==> src/rtl/core/rcc_pkg.sv <==
// ----------------------------------------------------------------------------
// rcc_pkg
// Shared constants and types of the 3x3 RGB convolution pipeline.
// ----------------------------------------------------------------------------
package rcc_pkg;

    localparam int MAX_WIDTH = 1024;
    localparam int COL_W     = $clog2(MAX_WIDTH);
    localparam int WID_W     = COL_W + 1;
    localparam int HGT_W     = 16;
    localparam int PIX_W     = 24;
    localparam int TAP_W     = 16;
    localparam int ROW_W     = 3 * TAP_W;
    localparam int PROD_W    = 24;
    localparam int PART_W    = 26;
    localparam int SUM_W     = 28;

    localparam logic MODE_FLUSH = 1'b1;

    localparam logic [2:0] REG_WIDTH  = 3'd0;
    localparam logic [2:0] REG_HEIGHT = 3'd1;
    localparam logic [2:0] REG_TOP    = 3'd2;
    localparam logic [2:0] REG_MID    = 3'd3;
    localparam logic [2:0] REG_BOT    = 3'd4;

    typedef logic [PIX_W-1:0] t_pix;
    typedef logic [8:0][PIX_W-1:0] t_win;

    typedef struct packed {
        logic [WID_W-1:0] width;
        logic [HGT_W-1:0] height;
    } t_geom;

    // window after a pixel entered, with what it emits
    typedef struct packed {
        t_win win;
        logic em_inner;
        logic em_edge;
        logic done;
    } t_wbeat;

    // one result: selected 3x3 taps and its flags
    typedef struct packed {
        t_win win;
        logic done;
        logic last;
    } t_rbeat;

endpackage

==> src/rtl/core/rcc_split.sv <==
// ----------------------------------------------------------------------------
// rcc_split
// Turns one window beat into one or two result beats with their tap columns.
// ----------------------------------------------------------------------------
module rcc_split (
    input  logic            i_clk,
    input  logic            i_rst_n,
    input  logic            i_valid,
    output logic            o_ready,
    input  rcc_pkg::t_wbeat i_beat,
    output logic            o_valid,
    input  logic            i_ready,
    output rcc_pkg::t_rbeat o_beat
);

    logic            r_v;
    logic            r_ph;
    rcc_pkg::t_wbeat r_beat;
    logic first, last_beat, out_fire;

    assign first     = r_beat.em_inner && !r_ph;
    assign last_beat = !(r_beat.em_inner && r_beat.em_edge && !r_ph);
    assign out_fire  = r_v && i_ready;
    assign o_ready   = !r_v || (i_ready && last_beat);
    assign o_valid   = r_v;

    always_ff @(posedge i_clk) begin
        if (!i_rst_n) begin
            r_v  <= 1'b0;
            r_ph <= 1'b0;
        end else if (i_valid && o_ready) begin
            r_v  <= 1'b1;
            r_ph <= 1'b0;
        end else if (out_fire) begin
            if (last_beat) begin
                r_v <= 1'b0;
            end else begin
                r_ph <= 1'b1;
            end
        end
    end

    always_ff @(posedge i_clk) begin
        if (i_valid && o_ready) begin
            r_beat <= i_beat;
        end
    end

    // inner pixel uses left/centre/right, the edge pixel replicates the right column
    always_comb begin
        for (int j = 0; j < 3; j++) begin
            if (first) begin
                o_beat.win[j*3]   = r_beat.win[j*3];
                o_beat.win[j*3+1] = r_beat.win[j*3+1];
            end else begin
                o_beat.win[j*3]   = r_beat.win[j*3+1];
                o_beat.win[j*3+1] = r_beat.win[j*3+2];
            end
            o_beat.win[j*3+2] = r_beat.win[j*3+2];
        end
        o_beat.done = first ? 1'b0 : r_beat.done;
        o_beat.last = last_beat;
    end

endmodule

==> config.mk <==
export PLATFORM = sky130hd
export DESIGN_NAME = rcc_split
export DESIGN_NICKNAME = d
export VERILOG_FILES = /design/src/rtl/core/rcc_pkg.sv /design/src/rtl/core/rcc_split.sv
export SDC_FILE = /design/constraint.sdc
export NUM_CORES = 1
export LEC_CHECK = 0
export BUFFER_PORTS_ARGS = -buffer_cell sky130_fd_sc_hd__buf_2
export CORE_UTILIZATION = 30
export DETAILED_ROUTE_END_ITERATION = 6
export PLACE_DENSITY = 0.65
export SYNTH_ARGS = -nofsm -noshare
export SYNTH_HDL_FRONTEND = slang
export SYNTH_SLANG_ARGS = --single-unit
==> constraint.sdc <==
create_clock -name i_clk -period 32.9 [get_ports i_clk]
set_input_delay 6.58 -clock i_clk [delete_from_list [all_inputs] [get_ports i_clk]]
set_output_delay 6.58 -clock i_clk [all_outputs]
set_load 0.02 [all_outputs]
After elaboration in Yosys (flattened, before gate mapping)
Index checks and enable logic that the tools add are counted.

cells by class
  eq/ne operators = 1
  multiplexer cells = 7
  bitwise operators = 1
  reduce and logical (&&, ||, !) cells = 14

operators by type and width
  operator            number
  $mux 48             3
  $logic_and 1x1->1   6
  $mux 1              4
  $reduce_and 2->1    2
  $logic_not 1->1     3
  $ne 2x1->1 const B  1
  $reduce_bool 2->1   1
  $reduce_or 2->1     1
  $logic_or 1x1->1    1
  $not 1->1           1

storage, ports and cells
  register bits = 221
  input bits = 223
  output and inout bits = 220
  logic and storage cells = 37

Depth between registers and ports, before layout
  depth after elaboration = 8
  depth in mapped cells = 5
  depth with buffers taken out = 3

Worst setup path before layout
No wires, ideal clock.

  kind = input port to flip-flop
  start point = input port i_ready
  end point = register r_beat (netlist bit o_beat[122]), enable pin
  library setup time = 0.828 ns
  data arrival time = 16.321 ns
  data required time = 32.072 ns
  path slack = 15.751 ns
  stages on the path = 2
  buffers on the path = 0
  cells stage by stage = a21oi_1 nor2b_1

between the ends
  word-level cells in the longest chain between the ends = 3

RTL lines
  item                  line             source
  start, declared       rcc_split.sv:12  input logic i_ready,
  $logic_and 1x1->1     rcc_split.sv:24  assign o_ready = !r_v || (i_ready && last_beat);
  $logic_or 1x1->1      rcc_split.sv:24
  $logic_and 1x1->1     rcc_split.sv:44  if (i_valid && o_ready) begin
  end signal, assigned  rcc_split.sv:45  r_beat <= i_beat;
  end, declared         rcc_split.sv:18  rcc_pkg::t_wbeat r_beat;

No other way between the ends.
A chain may end at the register's enable or synchronous reset.

Final worst setup path
  start point = input port i_ready
  end point = output port o_ready

between the ends
  word-level cells in the longest chain between the ends = 2

RTL lines
  item               line             source
  $logic_and 1x1->1  rcc_split.sv:24
  $logic_or 1x1->1   rcc_split.sv:24
  end, declared      rcc_split.sv:9   output logic o_ready,

No other way between the ends.

==> results.txt <==
The launching element type of the critical path is an input pin. The floorplan die width is 177.2 um. The max-slew violation count is 0. The total power came out at 0.0006832 W.

The number of buffers added by the clock tree synthesis step came out at 23. The post-synthesis instance area is ~9200 um2. The leakage power is 5.042 nW. The layout overhead on the synthesized area came out at 29.73%. The H-tree level count is 1.

The warning count from the yosys run came out at 0. The path category of the worst min-delay check is flip-flop to flip-flop. The power per cell area came out at about 57 nW/um2.

The y dimension of the die came out at around 180 um. The data arrival time at the worst-slack endpoint is 7.23 ns. The clock passes through at most 3 buffers. The cell count after synthesis came out at approximately 470. Setup repair after global routing left no endpoint under its margin. The overall fraction of global-route tracks in use came out at 12.66%. Buffers placed on the I/O ports in this run total 442. For this configuration, the core starts out at a cell density of 30.81%. The total negative slack for setup checks is 0 ns.

For this design, the slowest cell found on the critical path is a21oi_1. The share of cells above drive strength 1 is just over 70%. The antenna diode count came out at 0. The worst setup slack for register-to-register paths came out at 29.62 ns. Counting flops and latches in the post-synthesis netlist gives 221. The number of gates resized after CTS came out at 0.

The number of nets in the finished design came out at 1072. The max-cap violation count is 0. The start of the worst register-to-register path is r_ph$_SDFFE_PP0P_. The initial antenna violation count is 0. The largest incremental delay on the critical path came out at about 0.30 ns.

The core box area came out at 29870 um2. The number of hold buffers added after cts came out at 0. After detailed routing, the number of remaining DRC violations is 0. The required time of the critical path came out at 26.32 ns. The via count of the first global-routing pass is approximately 5.4k. The detailed-routing iteration count for the pre-antenna-repair pass is 4. The placement row count is 63. The minimum period implied by the final worst setup slack is 13.81 ns.

The pin slew with the least headroom to its limit is 1.136 ns. The post-detailed-route wirelength per cell came out at 17.01 um. The achievable frequency came out at 0.07239 GHz.

The global placement routability congestion came out at 0.7543. The share of the yosys chip area belonging to registers came out at 71.89%. The synthesized netlist net count is around 690. Dividing the detail-routed via count by the number of cells gives 4.203. The total wire length came out at around 21000 um. The TritonCTS sink count is 221. The critical path starts at i_ready. The number of library cell types mapped by synthesis came out at 16. The most critical setup path has its endpoint at o_ready. Pin placement for this block handled 443 I/O pins. For the worst-skew pair, the clock arrives at the later sink with an insertion delay of 0.51 ns. The part of the cycle the worst path needs came out at roughly two fifths. The critical path in this run is classified as input pin to primary output. Among the stages of the critical path, the cell type that occurs most often is buf_2.

The endpoint identified for the worst register-to-register timing path is o_beat[70]$_DFFE_PP_. The clock tree root driver cell is clkbuf_16. The top fanout value on the critical path is 3. The post-route clock skew came out at about 0.020 ns.

The post-detailed-placement cell area is ~11000 um2. Summed over all nets, the half-perimeter wirelength after detailed placement is 15990 um. TritonCTS built the clock tree. The die area came out at ~31000 um2. The worst register-to-register path has a depth of 5.

The violation count after the first detailed-route iteration came out at 214. The max-slew headroom at the worst pin is 24.11%. STA classifies the critical path endpoint as a primary output.

The number of buffers inserted to repair setup after CTS came out at 0. The flow ran to the end, and the final reports show no timing, DRC or antenna violations. The placement-stage worst setup slack is 19.09 ns. The final hold violation count came to 0. The total overflow left after global routing is 0. The clock slew at the register clock pins of the worst setup and hold paths came out at 0.06 ns. The first-pass GRT wire length is 30180 um.

The largest net degree at the start of global routing came out at slightly above 80. The synthesized area per cell is between 15 and 20 um2. The worst-case IR drop observed on VDD is around 0.043 mV.

The detailed-route via count came out at 5271. The post-route worst setup slack is 19.09 ns. Traced cell by cell, the critical path runs through buf_2, a21oi_1, inv_1, buf_2.

Setup violations remaining at the end of the flow were counted as 0. The count of antenna-violating nets left after detailed routing is 0. The final design instance area without fill is 11940 um2.
==> synth_stat cells <==
cell | n | area share [%]
a21oi_1 | 1 | 0.054
a31o_2 | 1 | 0.095
nand3_1 | 1 | 0.054
dfxtp_1 | 2 | 0.44
nand3b_1 | 1 | 0.082
mux2_4 | 49 | 8.0
edfxtp_1 | 219 | 71
o21ai_0 | 1 | 0.054
o21a_1 | 1 | 0.082
inv_1 | 2 | 0.082
nor2_1 | 1 | 0.041
mux2_2 | 95 | 12
nor2b_1 | 3 | 0.20
buf_8 | 5 | 0.82
buf_6 | 2 | 0.24
buf_4 | 82 | 6.7
==> sequential cells by signal, indices dropped and copies added, names as in the netlist <==
| signal | flops |
|---|---|
| r_ph | 1 |
| o_valid | 1 |
| o_beat | 72 |
| r_beat | 147 |
==> metrics by stage <==
step,util [%],hold WS [ns],cells
finish,39.97,0.6091,1254
global route,39.97,0.6320,1254
CTS,39.97,0.6113,1254
detailed placement,37.63,0.5973,1214
global placement,37.63,0.5739,1214
floorplan,-,0.4740,466
==> placed cells by master, fill, tap and decap left out, types with 2 or more instances in the layout <==
cell type	n
bufinv_16	2
clkinv_1	8
nor2b_4	2
mux2_4	49
clkbuf_1	3
dfxtp_1	2
clkinv_2	4
buf_4	5
buf_2	442
mux2_2	95
edfxtp_1	219
inv_1	2
clkbuf_16	23
==> worst max-delay path, delay by kind of cell <==
kind / cells / cell delay [ns]
buffers and inverters: 3 / 0.36
AO/OA/AOI/OAI: 1 / 0.30
==> power by group <==
group	switching, W	total, W	internal (W)
combinational	0.0000576	0.000100	0.0000424
sequential	0.00000732	0.000338	0.000331
clock	0.000102	0.000245	0.000142
total	0.000167	0.000683	0.000516
==> layout make-up <==
cell class              instances  area, um2
fillers                      2829      17930
flip-flops and latches        221       6616
repair buffers                447       2250
multi-input cells             154       1882
clock buffers                  26      586.8
well taps                     390      488.0
clock inverters                14      110.1
inverters                       2      7.507
==> per-layer routing <==
layer  global-route usage [%]  up-vias  wire length [um]
met3                    4.875       25              2490
met5                        0        -                 0
met4                    3.341        0               333
met1                    13.56     2480              7390
met2                    23.01      296             11120
li1                         -     2470                 -
==> worst min path at each step <==
stage,startpoint,endpoint,slack (ns),cells after the start
after floorplan,r_ph$_SDFFE_PP0P_,r_ph$_SDFFE_PP0P_,0.47,1
after global placement,r_ph$_SDFFE_PP0P_,r_ph$_SDFFE_PP0P_,0.57,1
after detailed placement,r_ph$_SDFFE_PP0P_,r_ph$_SDFFE_PP0P_,0.60,1
after CTS,r_ph$_SDFFE_PP0P_,r_ph$_SDFFE_PP0P_,0.61,1
after global routing,r_ph$_SDFFE_PP0P_,r_ph$_SDFFE_PP0P_,0.63,1
final,r_ph$_SDFFE_PP0P_,r_ph$_SDFFE_PP0P_,0.61,1
==> cells by family (layout without fill, tap and decap cells) <==
family	after synthesis	count (layout)	synth area share, %
flip-flops	221	221	71.89
multiplexers	144	144	19.62
buffers and inverters	91	489	7.830
AND/OR/NAND/NOR	6	6	0.3806
AO/OA/AOI/OAI	4	4	0.2854
(Power assumes the default switching activity.)
